==> config.mk <==
export PLATFORM = sky130hd
export DESIGN_NAME = cpu8_execute_unit_flat
export DESIGN_NICKNAME = d
export VERILOG_FILES = /design/src/c8eu_pkg.sv /design/src/c8eu_if.sv /design/src/c8eu_queue.sv /design/src/c8eu_back.sv /design/src/cpu8_execute_unit.sv /design/src/flat_wrapper.sv
export SDC_FILE = /design/constraint.sdc
export NUM_CORES = 1
export LEC_CHECK = 0
export BUFFER_PORTS_ARGS = -buffer_cell sky130_fd_sc_hd__buf_4
export CAP_MARGIN = 20
export CORE_MARGIN = 10
export CORE_UTILIZATION = 48
export CTS_CLUSTER_DIAMETER = 200
export CTS_CLUSTER_SIZE = 10
export DETAILED_ROUTE_END_ITERATION = 12
export HOLD_SLACK_MARGIN = 0.08
export PLACE_DENSITY = 0.66
export SLEW_MARGIN = 25
export SYNTH_ARGS = -nofsm -noshare
export SYNTH_HDL_FRONTEND = slang
export SYNTH_SLANG_ARGS = --single-unit
==> constraint.sdc <==
create_clock -name clk_i -period 12.1 [get_ports clk_i]
set_input_delay 1.21 -clock clk_i [delete_from_list [all_inputs] [get_ports clk_i]]
set_output_delay 1.21 -clock clk_i [all_outputs]
set_load 0.01 [all_outputs]
==> src/c8eu_pkg.sv <==
// Package: shared types, codes and the opcode decoder for the 8-bit execute unit.
`default_nettype none
package c8eu_pkg;

  localparam int unsigned QueueDepth = 2;

  localparam logic [7:0] SpReset     = 8'hFD;
  localparam logic [7:0] StatusReset = 8'h24;

  localparam int unsigned FlagC = 0;
  localparam int unsigned FlagZ = 1;
  localparam int unsigned FlagI = 2;
  localparam int unsigned FlagD = 3;
  localparam int unsigned FlagB = 4;
  localparam int unsigned FlagU = 5;
  localparam int unsigned FlagV = 6;
  localparam int unsigned FlagN = 7;

  typedef enum logic [1:0] {
    MEM_NONE  = 2'd0,
    MEM_STORE = 2'd1,
    MEM_PUSH  = 2'd2,
    MEM_PULL  = 2'd3
  } mem_act_e;

  typedef enum logic [4:0] {
    OP_NOP, OP_ADC, OP_SBC, OP_AND, OP_ORA, OP_EOR, OP_CMP, OP_CPX, OP_CPY,
    OP_LDA, OP_LDX, OP_LDY, OP_SHA, OP_SHM, OP_INC, OP_DEC, OP_INX, OP_INY,
    OP_DEX, OP_DEY, OP_BIT, OP_BRA, OP_FLG, OP_STA, OP_STX, OP_STY, OP_TRN,
    OP_PHA, OP_PHP, OP_PLA, OP_PLP, OP_UNK
  } op_class_e;

  // shift kinds
  typedef enum logic [1:0] {
    SH_ASL = 2'd0,
    SH_LSR = 2'd1,
    SH_ROL = 2'd2,
    SH_ROR = 2'd3
  } shift_e;

  typedef struct packed {
    op_class_e  cls;
    logic [2:0] sub;
  } dec_t;

  typedef struct packed {
    dec_t       dec;
    logic [7:0] operand;
  } qitem_t;

  typedef struct packed {
    logic [1:0] mem_action;
    logic [7:0] data_value;
    logic       branch_taken;
    logic [7:0] acc_out;
    logic [7:0] x_out;
    logic [7:0] y_out;
    logic [7:0] stack_ptr_out;
    logic [7:0] status_out;
    logic       unknown_opcode;
  } result_t;

  // sub codes: shifts use shift_e; branches {flag sel[1:0], want}; flags
  // {set, sel[1:0]} sel 0 C 1 D 2 I 3 V; transfers 0 TAX 1 TAY 2 TSX 3 TXA 4 TYA 5 TXS
  function automatic dec_t decode(input logic [7:0] op);
    dec_t d;
    d.cls = OP_UNK;
    d.sub = 3'd0;
    unique case (op)
      8'h69, 8'h65, 8'h75, 8'h6D, 8'h7D, 8'h79, 8'h61, 8'h71: d.cls = OP_ADC;
      8'hE9, 8'hE5, 8'hF5, 8'hED, 8'hFD, 8'hF9, 8'hE1, 8'hF1: d.cls = OP_SBC;
      8'h29, 8'h25, 8'h35, 8'h2D, 8'h3D, 8'h39, 8'h21, 8'h31: d.cls = OP_AND;
      8'h09, 8'h05, 8'h15, 8'h0D, 8'h1D, 8'h19, 8'h01, 8'h11: d.cls = OP_ORA;
      8'h49, 8'h45, 8'h55, 8'h4D, 8'h5D, 8'h59, 8'h41, 8'h51: d.cls = OP_EOR;
      8'hC9, 8'hC5, 8'hD5, 8'hCD, 8'hDD, 8'hD9, 8'hC1, 8'hD1: d.cls = OP_CMP;
      8'hE0, 8'hE4, 8'hEC: d.cls = OP_CPX;
      8'hC0, 8'hC4, 8'hCC: d.cls = OP_CPY;
      8'hA9, 8'hA5, 8'hB5, 8'hAD, 8'hBD, 8'hB9, 8'hA1, 8'hB1: d.cls = OP_LDA;
      8'hA2, 8'hA6, 8'hB6, 8'hAE, 8'hBE: d.cls = OP_LDX;
      8'hA0, 8'hA4, 8'hB4, 8'hAC, 8'hBC: d.cls = OP_LDY;
      8'h0A: begin d.cls = OP_SHA; d.sub = {1'b0, SH_ASL}; end
      8'h4A: begin d.cls = OP_SHA; d.sub = {1'b0, SH_LSR}; end
      8'h2A: begin d.cls = OP_SHA; d.sub = {1'b0, SH_ROL}; end
      8'h6A: begin d.cls = OP_SHA; d.sub = {1'b0, SH_ROR}; end
      8'h06, 8'h16, 8'h0E, 8'h1E: begin d.cls = OP_SHM; d.sub = {1'b0, SH_ASL}; end
      8'h46, 8'h56, 8'h4E, 8'h5E: begin d.cls = OP_SHM; d.sub = {1'b0, SH_LSR}; end
      8'h26, 8'h36, 8'h2E, 8'h3E: begin d.cls = OP_SHM; d.sub = {1'b0, SH_ROL}; end
      8'h66, 8'h76, 8'h6E, 8'h7E: begin d.cls = OP_SHM; d.sub = {1'b0, SH_ROR}; end
      8'hE6, 8'hF6, 8'hEE, 8'hFE: d.cls = OP_INC;
      8'hC6, 8'hD6, 8'hCE, 8'hDE: d.cls = OP_DEC;
      8'hE8: d.cls = OP_INX;
      8'hC8: d.cls = OP_INY;
      8'hCA: d.cls = OP_DEX;
      8'h88: d.cls = OP_DEY;
      8'h24, 8'h2C: d.cls = OP_BIT;
      8'h90: begin d.cls = OP_BRA; d.sub = 3'b000; end
      8'hB0: begin d.cls = OP_BRA; d.sub = 3'b001; end
      8'hF0: begin d.cls = OP_BRA; d.sub = 3'b011; end
      8'hD0: begin d.cls = OP_BRA; d.sub = 3'b010; end
      8'h30: begin d.cls = OP_BRA; d.sub = 3'b101; end
      8'h10: begin d.cls = OP_BRA; d.sub = 3'b100; end
      8'h70: begin d.cls = OP_BRA; d.sub = 3'b111; end
      8'h50: begin d.cls = OP_BRA; d.sub = 3'b110; end
      8'h18: begin d.cls = OP_FLG; d.sub = 3'b000; end
      8'hD8: begin d.cls = OP_FLG; d.sub = 3'b001; end
      8'h58: begin d.cls = OP_FLG; d.sub = 3'b010; end
      8'hB8: begin d.cls = OP_FLG; d.sub = 3'b011; end
      8'h38: begin d.cls = OP_FLG; d.sub = 3'b100; end
      8'hF8: begin d.cls = OP_FLG; d.sub = 3'b101; end
      8'h78: begin d.cls = OP_FLG; d.sub = 3'b110; end
      8'h85, 8'h95, 8'h8D, 8'h9D, 8'h99, 8'h81, 8'h91: d.cls = OP_STA;
      8'h86, 8'h96, 8'h8E: d.cls = OP_STX;
      8'h84, 8'h94, 8'h8C: d.cls = OP_STY;
      8'hAA: begin d.cls = OP_TRN; d.sub = 3'd0; end
      8'hA8: begin d.cls = OP_TRN; d.sub = 3'd1; end
      8'hBA: begin d.cls = OP_TRN; d.sub = 3'd2; end
      8'h8A: begin d.cls = OP_TRN; d.sub = 3'd3; end
      8'h98: begin d.cls = OP_TRN; d.sub = 3'd4; end
      8'h9A: begin d.cls = OP_TRN; d.sub = 3'd5; end
      8'h48: d.cls = OP_PHA;
      8'h08: d.cls = OP_PHP;
      8'h68: d.cls = OP_PLA;
      8'h28: d.cls = OP_PLP;
      8'h4C, 8'h6C, 8'h20, 8'h40, 8'h60, 8'h00, 8'hEA: d.cls = OP_NOP;
      default: d.cls = OP_UNK;
    endcase
    return d;
  endfunction

endpackage
`default_nettype wire

==> src/c8eu_if.sv <==
// Interfaces: valid/ready channels for instructions and results.
`default_nettype none
interface c8eu_in_if;
  logic       valid;
  logic       ready;
  logic [7:0] opcode;
  logic [7:0] operand_value;
  modport source (output valid, output opcode, output operand_value, input ready);
  modport sink (input valid, input opcode, input operand_value, output ready);
endinterface

interface c8eu_out_if;
  logic       valid;
  logic       ready;
  logic [1:0] mem_action;
  logic [7:0] data_value;
  logic       branch_taken;
  logic [7:0] acc_out;
  logic [7:0] x_out;
  logic [7:0] y_out;
  logic [7:0] stack_ptr_out;
  logic [7:0] status_out;
  logic       unknown_opcode;
  modport source (output valid, output mem_action, output data_value, output branch_taken,
                  output acc_out, output x_out, output y_out, output stack_ptr_out,
                  output status_out, output unknown_opcode, input ready);
  modport sink (input valid, input mem_action, input data_value, input branch_taken,
                input acc_out, input x_out, input y_out, input stack_ptr_out,
                input status_out, input unknown_opcode, output ready);
endinterface
`default_nettype wire

==> src/c8eu_queue.sv <==
// Queue: small FIFO of decoded transactions between front and back.
`default_nettype none
module c8eu_queue #(
  parameter int unsigned Depth = c8eu_pkg::QueueDepth
) (
  input  wire                 clk_i,
  input  wire                 rst_ni,
  input  wire                 push_i,
  input  c8eu_pkg::qitem_t    push_data_i,
  output logic                full_o,
  input  wire                 pop_i,
  output logic                empty_o,
  output c8eu_pkg::qitem_t    pop_data_o
);
  localparam int unsigned AW = (Depth > 1) ? $clog2(Depth) : 1;

  c8eu_pkg::qitem_t mem_q [Depth];
  logic [AW-1:0] wr_q, rd_q;
  logic [AW:0]   cnt_q;

  function automatic logic [AW-1:0] nxt(input logic [AW-1:0] p);
    return (p == AW'(Depth - 1)) ? '0 : p + AW'(1);
  endfunction

  assign full_o     = (cnt_q == (AW+1)'(Depth));
  assign empty_o    = (cnt_q == '0);
  assign pop_data_o = mem_q[rd_q];

  always_ff @(posedge clk_i) begin
    if (push_i) mem_q[wr_q] <= push_data_i;
  end

  always_ff @(posedge clk_i or negedge rst_ni) begin
    if (!rst_ni) begin
      wr_q  <= '0;
      rd_q  <= '0;
      cnt_q <= '0;
    end else begin
      if (push_i) wr_q <= nxt(wr_q);
      if (pop_i)  rd_q <= nxt(rd_q);
      cnt_q <= cnt_q + (AW+1)'(push_i) - (AW+1)'(pop_i);
    end
  end

`ifndef SYNTHESIS
  a_no_overflow: assert property (@(posedge clk_i) disable iff (!rst_ni)
    full_o |-> !push_i) else $error("queue overflow");
  a_no_underflow: assert property (@(posedge clk_i) disable iff (!rst_ni)
    empty_o |-> !pop_i) else $error("queue underflow");
  a_count_step: assert property (@(posedge clk_i) disable iff (!rst_ni)
    (push_i && !pop_i) |=> cnt_q == $past(cnt_q) + (AW+1)'(1)) else $error("count");
`endif
endmodule
`default_nettype wire

==> src/c8eu_back.sv <==
// Back end: register file, ALU and the output register.
`default_nettype none
module c8eu_back (
  input  wire                clk_i,
  input  wire                rst_ni,
  input  wire                q_empty_i,
  input  c8eu_pkg::qitem_t   q_data_i,
  output logic               q_pop_o,
  output logic               res_valid_o,
  input  wire                res_ready_i,
  output c8eu_pkg::result_t  res_o
);
  logic [7:0] a_q, x_q, y_q, sp_q, p_q;
  logic [7:0] a_d, x_d, y_d, sp_d, p_d;
  logic       vld_q;
  c8eu_pkg::result_t res_q, res_d;

  c8eu_pkg::op_class_e cls;
  logic [2:0] sub;
  logic [7:0] v, zr, shin, shout, cmp_reg;
  logic [8:0] sum;
  logic [7:0] addend, cmpdiff;
  logic       zset, shc, brf;
  logic [1:0] act;
  logic [7:0] data;

  assign cls = q_data_i.dec.cls;
  assign sub = q_data_i.dec.sub;
  assign v   = q_data_i.operand;

  assign q_pop_o = !q_empty_i && (!vld_q || res_ready_i);

  always_comb begin
    addend  = (cls == c8eu_pkg::OP_SBC) ? ~v : v;
    sum     = {1'b0, a_q} + {1'b0, addend} + {8'd0, p_q[c8eu_pkg::FlagC]};
    cmp_reg = (cls == c8eu_pkg::OP_CPX) ? x_q : (cls == c8eu_pkg::OP_CPY) ? y_q : a_q;
    cmpdiff = cmp_reg - v;
    shin    = (cls == c8eu_pkg::OP_SHA) ? a_q : v;
    case (c8eu_pkg::shift_e'(sub[1:0]))
      c8eu_pkg::SH_ASL: begin shout = {shin[6:0], 1'b0}; shc = shin[7]; end
      c8eu_pkg::SH_LSR: begin shout = {1'b0, shin[7:1]}; shc = shin[0]; end
      c8eu_pkg::SH_ROL: begin shout = {shin[6:0], p_q[c8eu_pkg::FlagC]}; shc = shin[7]; end
      default:          begin shout = {p_q[c8eu_pkg::FlagC], shin[7:1]}; shc = shin[0]; end
    endcase
    case (sub[2:1])
      2'd0:    brf = p_q[c8eu_pkg::FlagC];
      2'd1:    brf = p_q[c8eu_pkg::FlagZ];
      2'd2:    brf = p_q[c8eu_pkg::FlagN];
      default: brf = p_q[c8eu_pkg::FlagV];
    endcase

    a_d = a_q; x_d = x_q; y_d = y_q; sp_d = sp_q; p_d = p_q;
    act = c8eu_pkg::MEM_NONE; data = 8'd0;
    zr = 8'd0; zset = 1'b0;
    res_d = res_q;

    unique case (cls)
      c8eu_pkg::OP_ADC, c8eu_pkg::OP_SBC: begin
        a_d = sum[7:0]; zr = sum[7:0]; zset = 1'b1;
        p_d[c8eu_pkg::FlagC] = sum[8];
        p_d[c8eu_pkg::FlagV] = (a_q[7] ^ sum[7]) & (addend[7] ^ sum[7]);
      end
      c8eu_pkg::OP_AND: begin a_d = a_q & v; zr = a_d; zset = 1'b1; end
      c8eu_pkg::OP_ORA: begin a_d = a_q | v; zr = a_d; zset = 1'b1; end
      c8eu_pkg::OP_EOR: begin a_d = a_q ^ v; zr = a_d; zset = 1'b1; end
      c8eu_pkg::OP_CMP, c8eu_pkg::OP_CPX, c8eu_pkg::OP_CPY: begin
        p_d[c8eu_pkg::FlagC] = cmp_reg >= v; zr = cmpdiff; zset = 1'b1;
      end
      c8eu_pkg::OP_LDA: begin a_d = v; zr = v; zset = 1'b1; end
      c8eu_pkg::OP_LDX: begin x_d = v; zr = v; zset = 1'b1; end
      c8eu_pkg::OP_LDY: begin y_d = v; zr = v; zset = 1'b1; end
      c8eu_pkg::OP_SHA: begin
        a_d = shout; p_d[c8eu_pkg::FlagC] = shc; zr = shout; zset = 1'b1;
      end
      c8eu_pkg::OP_SHM: begin
        act = c8eu_pkg::MEM_STORE; data = shout;
        p_d[c8eu_pkg::FlagC] = shc; zr = shout; zset = 1'b1;
      end
      c8eu_pkg::OP_INC: begin
        act = c8eu_pkg::MEM_STORE; data = v + 8'd1; zr = data; zset = 1'b1;
      end
      c8eu_pkg::OP_DEC: begin
        act = c8eu_pkg::MEM_STORE; data = v - 8'd1; zr = data; zset = 1'b1;
      end
      c8eu_pkg::OP_INX: begin x_d = x_q + 8'd1; zr = x_d; zset = 1'b1; end
      c8eu_pkg::OP_INY: begin y_d = y_q + 8'd1; zr = y_d; zset = 1'b1; end
      c8eu_pkg::OP_DEX: begin x_d = x_q - 8'd1; zr = x_d; zset = 1'b1; end
      c8eu_pkg::OP_DEY: begin y_d = y_q - 8'd1; zr = y_d; zset = 1'b1; end
      c8eu_pkg::OP_BIT: begin
        p_d[c8eu_pkg::FlagZ] = (a_q & v) == 8'd0;
        p_d[c8eu_pkg::FlagV] = v[6];
        p_d[c8eu_pkg::FlagN] = v[7];
      end
      c8eu_pkg::OP_FLG: begin
        case (sub[1:0])
          2'd0:    p_d[c8eu_pkg::FlagC] = sub[2];
          2'd1:    p_d[c8eu_pkg::FlagD] = sub[2];
          2'd2:    p_d[c8eu_pkg::FlagI] = sub[2];
          default: p_d[c8eu_pkg::FlagV] = sub[2];
        endcase
      end
      c8eu_pkg::OP_STA: begin act = c8eu_pkg::MEM_STORE; data = a_q; end
      c8eu_pkg::OP_STX: begin act = c8eu_pkg::MEM_STORE; data = x_q; end
      c8eu_pkg::OP_STY: begin act = c8eu_pkg::MEM_STORE; data = y_q; end
      c8eu_pkg::OP_TRN: begin
        case (sub)
          3'd0:    begin x_d = a_q;  zr = a_q;  zset = 1'b1; end
          3'd1:    begin y_d = a_q;  zr = a_q;  zset = 1'b1; end
          3'd2:    begin x_d = sp_q; zr = sp_q; zset = 1'b1; end
          3'd3:    begin a_d = x_q;  zr = x_q;  zset = 1'b1; end
          3'd4:    begin a_d = y_q;  zr = y_q;  zset = 1'b1; end
          default: sp_d = x_q;
        endcase
      end
      c8eu_pkg::OP_PHA: begin act = c8eu_pkg::MEM_PUSH; data = a_q; sp_d = sp_q - 8'd1; end
      c8eu_pkg::OP_PHP: begin
        act = c8eu_pkg::MEM_PUSH; sp_d = sp_q - 8'd1;
        data = p_q | 8'h30;
      end
      c8eu_pkg::OP_PLA: begin
        act = c8eu_pkg::MEM_PULL; sp_d = sp_q + 8'd1; a_d = v; zr = v; zset = 1'b1;
      end
      c8eu_pkg::OP_PLP: begin
        act = c8eu_pkg::MEM_PULL; sp_d = sp_q + 8'd1;
        p_d = (v & 8'hEF) | 8'h20;
      end
      default: ;
    endcase

    if (zset) begin
      p_d[c8eu_pkg::FlagZ] = zr == 8'd0;
      p_d[c8eu_pkg::FlagN] = zr[7];
    end

    res_d.mem_action     = act;
    res_d.data_value     = data;
    res_d.branch_taken   = (cls == c8eu_pkg::OP_BRA) && (brf == sub[0]);
    res_d.acc_out        = a_d;
    res_d.x_out          = x_d;
    res_d.y_out          = y_d;
    res_d.stack_ptr_out  = sp_d;
    res_d.status_out     = p_d;
    res_d.unknown_opcode = cls == c8eu_pkg::OP_UNK;
  end

  always_ff @(posedge clk_i or negedge rst_ni) begin
    if (!rst_ni) begin
      a_q   <= 8'd0;
      x_q   <= 8'd0;
      y_q   <= 8'd0;
      sp_q  <= c8eu_pkg::SpReset;
      p_q   <= c8eu_pkg::StatusReset;
      vld_q <= 1'b0;
    end else begin
      if (q_pop_o) begin
        a_q <= a_d; x_q <= x_d; y_q <= y_d; sp_q <= sp_d; p_q <= p_d;
        vld_q <= 1'b1;
      end else if (res_ready_i) begin
        vld_q <= 1'b0;
      end
    end
  end

  always_ff @(posedge clk_i) begin
    if (q_pop_o) res_q <= res_d;
  end

  assign res_valid_o = vld_q;
  assign res_o       = res_q;

`ifndef SYNTHESIS
  a_hold: assert property (@(posedge clk_i) disable iff (!rst_ni)
    (vld_q && !res_ready_i) |=> $stable(a_q) && $stable(p_q)) else $error("state moved");
  a_bit5: assert property (@(posedge clk_i) disable iff (!rst_ni)
    p_q[c8eu_pkg::FlagU]) else $error("status bit 5 clear");
  a_unk: assert property (@(posedge clk_i) disable iff (!rst_ni)
    (vld_q && res_q.unknown_opcode) |-> res_q.mem_action == c8eu_pkg::MEM_NONE)
    else $error("unknown op with access");
`endif
endmodule
`default_nettype wire

==> src/cpu8_execute_unit.sv <==
// Top level: 6502 execute unit with decoding front, queue and executing back.
//
// Usage: instructions arrive on in_if (opcode plus fetched operand byte);
// one result transaction per instruction leaves on out_if carrying the
// memory/stack action, write data, branch decision, A/X/Y/SP/P after the
// instruction and an unknown-opcode flag.
// Flow: each instruction is decoded into the queue when accepted, then executed
// from the queue into the output register.
// Throughput: one instruction per cycle while out_if.ready stays high, limited
// by the register-file update in the back end.
// Reset: A=X=Y=0, SP=0xFD, P=0x24, queue and output register empty.
// Stall: when out_if.ready is low the output register holds; the back end
// stops, the two-entry queue fills and in_if.ready drops once it is full.
`default_nettype none
module cpu8_execute_unit #(
  parameter int unsigned QueueDepth = c8eu_pkg::QueueDepth
) (
  input  wire        clk_i,
  input  wire        rst_ni,
  c8eu_in_if.sink    in_if,
  c8eu_out_if.source out_if
);
  c8eu_pkg::qitem_t  push_data, pop_data;
  c8eu_pkg::result_t res;
  logic full, empty, pop, push;

  assign in_if.ready = !full;
  assign push        = in_if.valid && !full;
  assign push_data.dec     = c8eu_pkg::decode(in_if.opcode);
  assign push_data.operand = in_if.operand_value;

  c8eu_queue #(.Depth(QueueDepth)) u_queue (
    .clk_i, .rst_ni,
    .push_i(push), .push_data_i(push_data), .full_o(full),
    .pop_i(pop), .empty_o(empty), .pop_data_o(pop_data)
  );

  c8eu_back u_back (
    .clk_i, .rst_ni,
    .q_empty_i(empty), .q_data_i(pop_data), .q_pop_o(pop),
    .res_valid_o(out_if.valid), .res_ready_i(out_if.ready), .res_o(res)
  );

  assign out_if.mem_action     = res.mem_action;
  assign out_if.data_value     = res.data_value;
  assign out_if.branch_taken   = res.branch_taken;
  assign out_if.acc_out        = res.acc_out;
  assign out_if.x_out          = res.x_out;
  assign out_if.y_out          = res.y_out;
  assign out_if.stack_ptr_out  = res.stack_ptr_out;
  assign out_if.status_out     = res.status_out;
  assign out_if.unknown_opcode = res.unknown_opcode;
endmodule
`default_nettype wire

==> src/flat_wrapper.sv <==
// flat-port wrapper written by rule: the top's interface ports become plain ports
module cpu8_execute_unit_flat 
#(
  parameter int unsigned QueueDepth = c8eu_pkg::QueueDepth
)
  (clk_i, rst_ni, in_if_valid, in_if_opcode, in_if_operand_value, in_if_ready, out_if_valid, out_if_mem_action, out_if_data_value, out_if_branch_taken, out_if_acc_out, out_if_x_out, out_if_y_out, out_if_stack_ptr_out, out_if_status_out, out_if_unknown_opcode, out_if_ready);
  c8eu_in_if in_if_i ();
  c8eu_out_if out_if_i ();
  input  wire clk_i;
  input  wire rst_ni;
  input wire logic [$bits(in_if_i.valid)-1:0] in_if_valid;
  input wire logic [$bits(in_if_i.opcode)-1:0] in_if_opcode;
  input wire logic [$bits(in_if_i.operand_value)-1:0] in_if_operand_value;
  output wire logic [$bits(in_if_i.ready)-1:0] in_if_ready;
  output wire logic [$bits(out_if_i.valid)-1:0] out_if_valid;
  output wire logic [$bits(out_if_i.mem_action)-1:0] out_if_mem_action;
  output wire logic [$bits(out_if_i.data_value)-1:0] out_if_data_value;
  output wire logic [$bits(out_if_i.branch_taken)-1:0] out_if_branch_taken;
  output wire logic [$bits(out_if_i.acc_out)-1:0] out_if_acc_out;
  output wire logic [$bits(out_if_i.x_out)-1:0] out_if_x_out;
  output wire logic [$bits(out_if_i.y_out)-1:0] out_if_y_out;
  output wire logic [$bits(out_if_i.stack_ptr_out)-1:0] out_if_stack_ptr_out;
  output wire logic [$bits(out_if_i.status_out)-1:0] out_if_status_out;
  output wire logic [$bits(out_if_i.unknown_opcode)-1:0] out_if_unknown_opcode;
  input wire logic [$bits(out_if_i.ready)-1:0] out_if_ready;
  assign in_if_i.valid = in_if_valid;
  assign in_if_i.opcode = in_if_opcode;
  assign in_if_i.operand_value = in_if_operand_value;
  assign in_if_ready = in_if_i.ready;
  assign out_if_valid = out_if_i.valid;
  assign out_if_mem_action = out_if_i.mem_action;
  assign out_if_data_value = out_if_i.data_value;
  assign out_if_branch_taken = out_if_i.branch_taken;
  assign out_if_acc_out = out_if_i.acc_out;
  assign out_if_x_out = out_if_i.x_out;
  assign out_if_y_out = out_if_i.y_out;
  assign out_if_stack_ptr_out = out_if_i.stack_ptr_out;
  assign out_if_status_out = out_if_i.status_out;
  assign out_if_unknown_opcode = out_if_i.unknown_opcode;
  assign out_if_i.ready = out_if_ready;
  cpu8_execute_unit #(.QueueDepth(QueueDepth)) u_core (.clk_i(clk_i), .rst_ni(rst_ni), .in_if(in_if_i), .out_if(out_if_i));
endmodule
==> run metrics, run 1 <==
status=complete, no violations; first-pass GRT wire length=58.82 mm; dpl hpwl=28.61 mm; Placement Cell Area=11250 µm²; skew final=0.01241 ns; maximum vdd drop=0.1389 mV; sequential share of the synthesized area=0.3466; layout cells sized above 1=0.1586; DRT met1 WL=15.39 mm; clock latency on the worst-skew pair=0.43 ns; commonest register cell after synthesis=edfxtp_1; most frequent cells in the layout=nand2_1, buf_4, nor2_1; Routed WL=38.57 mm; Synth cell types=91; Die Wd=168.3 µm; H-tree depth=4; Yosys Warn Count=0; Relative slew margins=0.2487; # setup viols final=0; DRC=0; # rows=54; CTS resizes=0; DR vias/cell=6.872; WL met3=4.013 mm; Worst Path Required=12.45 ns; Antenna diodes=0; vias in the first global route=9586; Avg Synthesized Cell Area=9.009 µm²; max_cap viols=0; Post-Syn Nets=1242; met2 WL=16.93 mm; most common cell after layout, fill and taps aside=nand2_1; initial antenna violation count=0; Yosys reg bits=129; arrival time at the worst endpoint=5.24 ns; post-route ant nets=0; Inserted Clock Buffers=17; Tmin final=4.893 ns; RSZ-0062 raised after global routing=no; Startpoint Class=register; PortBufs=73; Clock Sinks=129; Starting Density=0.4853; CORE AREA=21760 µm²; Die Ht=168.3 µm; Final Hold Vio Count=0; WL/cell=25.77 µm; CTS tree=built; CP Max Fanout=43; Vias=10288; setup_tns=0 ns; area of the multi-input gates=6385 µm²; sequential cell area=3661 µm²; routability congestion estimate=1.052; critical path capture point type=register; clock root cell=clkbuf_16; postcts setup bufs=0; iteration-0 DRC count of the detailed router=1510; Final period util=0.4044; LEAKAGE=4.664 nW; fin area=11890 µm²; EDFF count, synth=84; Crit Path Class=register to register; DRT Pass-1 Iters=8; cts hold-fix bufs=0; final slew viol count=0; gr usage total=0.2643; Filler Cell Count=2054; Power per Cell Area=298.4 nW/µm²; max layer used=met4; Clk pin slew, worst setup/hold paths=0.06 ns; total grt overflow=0; worst slew pin tran=1.117 ns; nets=1274; total I/O pin count=74; die area=28330 µm²; CTS Buffer Depth=2; largest net degree at the start of global routing=70; Area growth syn-to-layout=12.63%; Post-Synthesis Cell Area=10560 µm²; Finished Core Util=0.5466; f_max=0.2044 GHz; Synth async-reset ratio=0.3488; Gate Count Post-Synth=1172; Min-Delay Path Class=register to register
-- kinds of logic after synthesis --
logic type | count (synthesis) | synth area share
buffers and inverters | 123 | 0.04870
AOI/OAI and AO/OA | 349 | 0.2391
muxes | 48 | 0.06221
and+or+nand+nor | 438 | 0.2122
xor gates and xnor gates | 35 | 0.02903
DFF | 129 | 0.3466
adders and majority gates | 50 | 0.06209
-- synthesized netlist by cell type, types with 8 or more instances --
cell type,count,area (µm²)
clkbuf_1,55,206.5
a221o_1,24,240.2
nor2_1,89,334.1
a22oi_1,17,127.6
a31oi_1,14,87.58
nor4_1,14,87.58
o2111ai_1,8,70.07
mux2i_1,17,170.2
or3_1,8,50.05
a21o_1,8,60.06
o211ai_1,20,150.1
xnor2_1,29,254.0
o221ai_1,13,113.9
dfrtp_1,36,900.9
and3_1,11,68.82
nand3_1,31,155.2
nor3b_1,8,60.06
inv_1,39,146.4
nand4_1,9,56.30
nand2_1,140,525.5
a22o_1,14,122.6
nor3_1,30,150.1
a221oi_1,14,122.6
edfxtp_1,84,2522
o22ai_1,16,100.1
a21oi_1,65,325.3
buf_2,10,50.05
nand2b_1,20,125.1
mux2_2,18,202.7
nor2b_1,19,118.9
dfstp_2,9,236.5
o21ai_0,56,280.3
ha_1,46,575.6
a222oi_1,13,130.1
-- where the power goes --
group / total [mW] / switching [mW] / internal, mW
sequential: 0.949 / 0.225 / 0.724
clock: 0.560 / 0.203 / 0.357
combinational: 2.04 / 1.26 / 0.784
total: 3.55 / 1.68 / 1.87
-- flip-flops by register name, summed over array words and instances, names as in the netlist, 2 cells and up --
signal,flops
u_core.u_back.y_q,8
u_core.u_back.x_q,8
u_core.u_queue.cnt_q,2
u_core.u_back.a_q,8
u_core.u_back.p_q,8
u_core.u_queue.mem_q,32
u_core.u_back.res_o,52
u_core.u_back.sp_q,8
-- per-layer routing --
metal / global-route usage / up-vias
met5: 0 / -
met4: 0.1412 / 0
met3: 0.05681 / 144
met2: 0.3972 / 694
met1: 0.3487 / 4876
li1: - / 4574
-- final cells by class --
cell class / instances / area share
inverter: 45 / 0.01462
multi-input combinational: 920 / 0.5369
timing repair buffer: 91 / 0.05744
sequential: 129 / 0.3078
clock buffer: 20 / 0.03840
clock inverter: 12 / 0.01536
tap: 280 / 0.02946
-- critical path: stages, from the launching register on --
cell      delay, ns
dfrtp_2        0.52
buf_4          0.54
or2_2          0.22
nor2_1         0.06
o21ai_2        0.53
xnor2_1        0.18
fa_1           0.49
fa_1           0.45
a21o_1         0.18
a21oi_1        0.21
xnor2_1        0.10
a211oi_1       0.34
nand4_1        0.15
nor4_1         0.45
nand4_1        0.18
a31oi_1        0.20
-- path summary, 6_finish.rpt --
check                      slack, ns  cells after the start                          endpoint                             start
max                             7.21                     15  u_core.u_back.p_q[1]$_DFFE_PN0P_   u_core.u_queue.rd_q$_DFFE_PN0P_
min                             0.50                      2  u_core.u_back.p_q[2]$_DFFE_PN1P_  u_core.u_back.p_q[2]$_DFFE_PN1P_
max reg2reg                     7.21                     15  u_core.u_back.p_q[1]$_DFFE_PN0P_   u_core.u_queue.rd_q$_DFFE_PN0P_
min reg2reg                     0.50                      2  u_core.u_back.p_q[2]$_DFFE_PN1P_  u_core.u_back.p_q[2]$_DFFE_PN1P_
max in group asynchronous      10.82                      1   u_core.u_queue.rd_q$_DFFE_PN0P_                            rst_ni
min in group asynchronous       0.80                      1  u_core.u_back.y_q[5]$_DFFE_PN0P_                            rst_ni
-- metrics by stage --
step / std cells / hold slack (ns) / power, mW / setup WS (ns)
floorplan: 1172 / 0.4460 / 2.247 / 7.470
global placement: 1465 / 0.4703 / 2.917 / 7.459
detailed placement: 1465 / 0.4830 / 2.930 / 7.291
CTS: 1497 / 0.4915 / 3.503 / 7.269
global route: 1497 / 0.5097 / 3.740 / 6.852
finish: 1497 / 0.4951 / 3.548 / 7.207
No activity file was read; power rests on OpenSTA's default activity.
==> inputs of run 2 (changes only) <==
--- a/config.mk
+++ b/config.mk
@@ -5,6 +5,7 @@
 export SDC_FILE = /design/constraint.sdc
 export NUM_CORES = 1
 export LEC_CHECK = 0
+export ABC_AREA = 1
 export BUFFER_PORTS_ARGS = -buffer_cell sky130_fd_sc_hd__buf_4
 export CAP_MARGIN = 20
 export CORE_MARGIN = 10
==> constraint.sdc (replaced) <==
create_clock -name clk_i -period 4.75 [get_ports clk_i]
set_input_delay 0.475 -clock clk_i [delete_from_list [all_inputs] [get_ports clk_i]]
set_output_delay 0.475 -clock clk_i [all_outputs]
set_load 0.01 [all_outputs]
==> run metrics, run 2 <==
status=complete, no violations (unchanged); DRT met1 WL=17.71 mm (was 15.39 mm); skew final=0.02061 ns (was 0.01241 ns); PortBufs=73 (unchanged); total grt overflow=0 (unchanged); CORE AREA=21890 µm² (was 21760 µm²); adder-cell area share of the yosys netlist=0.06105 (was 0.06209); iteration-0 DRC count of the detailed router=1661 (was 1510); EDFF count, synth=84 (unchanged); LEAKAGE=5.759 nW (was 4.664 nW); Filler Cell Count=2161 (was 2054); Min-Delay Path Class=input port to asynchronous set/reset pin (was register to register); Power per Cell Area=757.0 nW/µm² (was 298.4 nW/µm²); Vias=11269 (was 10288); # setup viols final=0 (unchanged); Yosys Warn Count=0 (unchanged); Final Hold Vio Count=0 (unchanged); crit path from=u_core.u_queue.rd_q$_DFFE_PN0P_ (unchanged); Most Frequent Cell on Critical Path=nand2_1; Relative slew margins=0.2946 (was 0.2487); cts hold-fix bufs=0 (unchanged); Final period util=0.8995 (was 0.4044); slowest CP cell=dfrtp_1 (was buf_4); Critical Path Sink=u_core.u_back.p_q[1]$_DFFE_PN0P_ (unchanged); nets=1620 (was 1274); DRT Pass-1 Iters=6 (was 8); arrival time at the worst endpoint=4.64 ns (was 5.24 ns); area leader, netlist=edfxtp_1 (unchanged); initial antenna violation count=0 (unchanged); Die Ht=169.6 µm (was 168.3 µm); Post-Syn Nets=1547 (was 1242); most frequent cells after synthesis=nand2_1, inv_1, nor2_1 (was nand2_1, nor2_1, edfxtp_1); RSZ-0062 raised after global routing=no (unchanged); post-synth top area share=0.2349 (was 0.2389); total I/O pin count=74 (unchanged); CTS Buffer Depth=2 (unchanged); commonest register cell after synthesis=edfxtp_1 (unchanged); r2r startpoint=u_core.u_queue.rd_q$_DFFE_PN0P_ (unchanged); Avg Synthesized Cell Area=7.271 µm² (was 9.009 µm²); Routed WL=43.73 mm (was 38.57 mm); Area growth syn-to-layout=13.35% (was 12.63%); most common cell after layout, fill and taps aside=nand2_1 (unchanged); # rows=54 (unchanged); multiplexer share of the synthesized area=0 (was 0.06221); max_cap viols=0 (unchanged); CP peak stage delay=0.55 ns (was 0.54 ns); die area=28760 µm² (was 28330 µm²); most common cell in the netlist=nand2_1 (unchanged); Starting Density=0.4906 (was 0.4853); Clock Sinks=129 (unchanged); Gate Count Post-Synth=1477 (was 1172); setup_tns=0 ns (unchanged); Post-Synthesis Cell Area=10740 µm² (was 10560 µm²); Synth async-reset ratio=0.3488 (unchanged); largest net degree at the start of global routing=80 (was 70); max FFs per register=52 (unchanged); reg2reg path depth=22 (was 15); Bufs and invs on worst path=2 (was 1); DR vias/cell=6.111 (was 6.872); maximum vdd drop=0.6961 mV (was 0.1389 mV); critical path capture point type=register (unchanged); WL/cell=23.72 µm (was 25.77 µm); xor/xnor share of the synthesized area=0.02272 (was 0.02903); Worst path depth=22 (was 15); Die Wd=169.6 µm (was 168.3 µm); CTS tree=built (unchanged); Inserted Clock Buffers=17 (unchanged); dominant cells by area after synthesis=edfxtp_1, nand2_1, dfrtp_1 (was edfxtp_1, dfrtp_1, ha_1); Synth cell types=63 (was 91); dpl hpwl=33.22 mm (was 28.61 mm); Synth Area in Compound Gates=0.1601 (was 0.2391); reg2reg setup slack=0.48 ns (was 7.21 ns); met2 WL=18.88 mm (was 16.93 mm); Yosys reg bits=129 (unchanged); Startpoint Class=register (unchanged); CP Max Fanout=23 (was 43); Crit Path Class=register to register (unchanged); max layer used=met4 (unchanged); clock latency on the worst-skew pair=0.44 ns (was 0.43 ns); CP Cell Sequence=buf_4 -> nand2_1 -> nand2_2 -> nand2_1 -> nor2_1 -> nand2_1 -> o211ai_1 -> o21ai_0 -> ha_1 -> fa_1 -> nor2_1 -> nor2_1 -> o211ai_1 -> xor2_1 -> nand4_1 -> nand2_1 -> inv_1 -> nor2_1 -> nand3_1 -> nand2_1 -> nand2_1 -> nand2_1 (was buf_4 -> or2_2 -> nor2_1 -> o21ai_2 -> xnor2_1 -> fa_1 -> fa_1 -> a21o_1 -> a21oi_1 -> xnor2_1 -> a211oi_1 -> nand4_1 -> nor4_1 -> nand4_1 -> a31oi_1); main combinational cell family by area after synthesis=simple AND/OR/NAND/NOR gates (was compound AO/OA/AOI/OAI gates); most frequent cells in the layout=nand2_1, inv_1, nor2_1 (was nand2_1, buf_4, nor2_1); f_max=0.2340 GHz (was 0.2044 GHz); DRC=0 (unchanged); Setup WS post-layout=0.4774 ns (was 7.207 ns); post-route ant nets=0 (unchanged); sequential share of the synthesized area=0.3408 (was 0.3466); cell family with the largest share of critical-path delay=simple AND/OR/NAND/NOR gates (was compound AO/OA/AOI/OAI gates); first-pass GRT wire length=65.98 mm (was 58.82 mm); gr usage total=0.3018 (was 0.2643); WL met3=4.941 mm (was 4.013 mm); Finished Core Util=0.5561 (was 0.5466); vias in the first global route=10724 (was 9586); routability congestion estimate=1.029 (was 1.052); Tmin final=4.273 ns (was 4.893 ns); Worst R2R End=u_core.u_back.p_q[1]$_DFFE_PN0P_ (unchanged); clock root cell=clkbuf_16 (unchanged); pre-CTS setup slack=0.5105 ns (was 7.291 ns); final slew viol count=0 (unchanged); Worst Path Required=5.12 ns (was 12.45 ns); layout cells sized above 1=0.1388 (was 0.1586); H-tree depth=4 (unchanged); Clk pin slew, worst setup/hold paths=0.08 ns (was 0.06 ns); post-synthesis simple-gate area fraction=0.3276 (was 0.2122); worst slew pin tran=1.050 ns (was 1.117 ns)
## run 2: how the worst min path moves through the flow
stage / start / endpoint / slack (ns) / cells past startpoint
after global routing: rst_ni / u_core.u_back.sp_q[1]$_DFFE_PN0P_ / 0.11 / 1
after global placement: u_core.u_back.p_q[4]$_DFFE_PN0P_ / u_core.u_back.p_q[4]$_DFFE_PN0P_ / 0.48 / 2
after floorplan: rst_ni / u_core.u_back.a_q[0]$_DFFE_PN0P_ / 0.18 / 0
after CTS: rst_ni / u_core.u_queue.rd_q$_DFFE_PN0P_ / 0.09 / 1
after detailed placement: u_core.u_back.p_q[4]$_DFFE_PN0P_ / u_core.u_back.p_q[4]$_DFFE_PN0P_ / 0.49 / 2
final: rst_ni / u_core.u_queue.rd_q$_DFFE_PN0P_ / 0.08 / 1
## run 2: cells by family (layout without fill, tap and decap cells)
logic type,after synthesis,in the layout
compound gates,269,269
buf+inv,220,306
simple gates,782,782
xor+xnor,27,27
flops,129,129
fa+ha+maj,50,50
other cells,0,1
## run 2: cell type report
class	count	area, µm²	area share
Tap cell	280	350.3	0.02878
Clock inverter	15	173.9	0.01429
Timing Repair Buffer	90	711.9	0.05849
Antenna cell	1	2.502	0.0002056
Sequential cell	129	3660	0.3006
Inverter	184	693.2	0.05694
Clock buffer	17	425.4	0.03495
Multi-Input combinational cell	1128	6156	0.5057
## run 2: what timing repair did
item	4_1_cts	5_1_grt
resized for setup	0	1
endpoints found under the setup margin	0	2
setup buffers	0	0
## run 2: metrics by stage
step	hold WS (ns)	power (mW)	cells	area, µm²
after floorplan	0.1794	5.711	1477	10740
after global placement	0.4794	7.581	1810	11540
after detailed placement	0.4922	7.626	1810	11540
after CTS	0.08566	9.040	1842	12140
after global routing	0.1138	9.811	1843	12170
final	0.07797	9.215	1844	12170
## run 2: layer usage
| layer | track usage | vias up |
|---|---|---|
| li1 | - | 5157 |
| met3 | 0.08129 | 141 |
| met4 | 0.1520 | 0 |
| met2 | 0.4519 | 685 |
| met5 | 0 | - |
| met1 | 0.3932 | 5286 |
## run 2: power breakdown
group,total [mW],switching [mW],internal [mW]
clock network,1.39,0.594,0.792
registers,2.18,0.374,1.80
logic,5.65,3.92,1.73
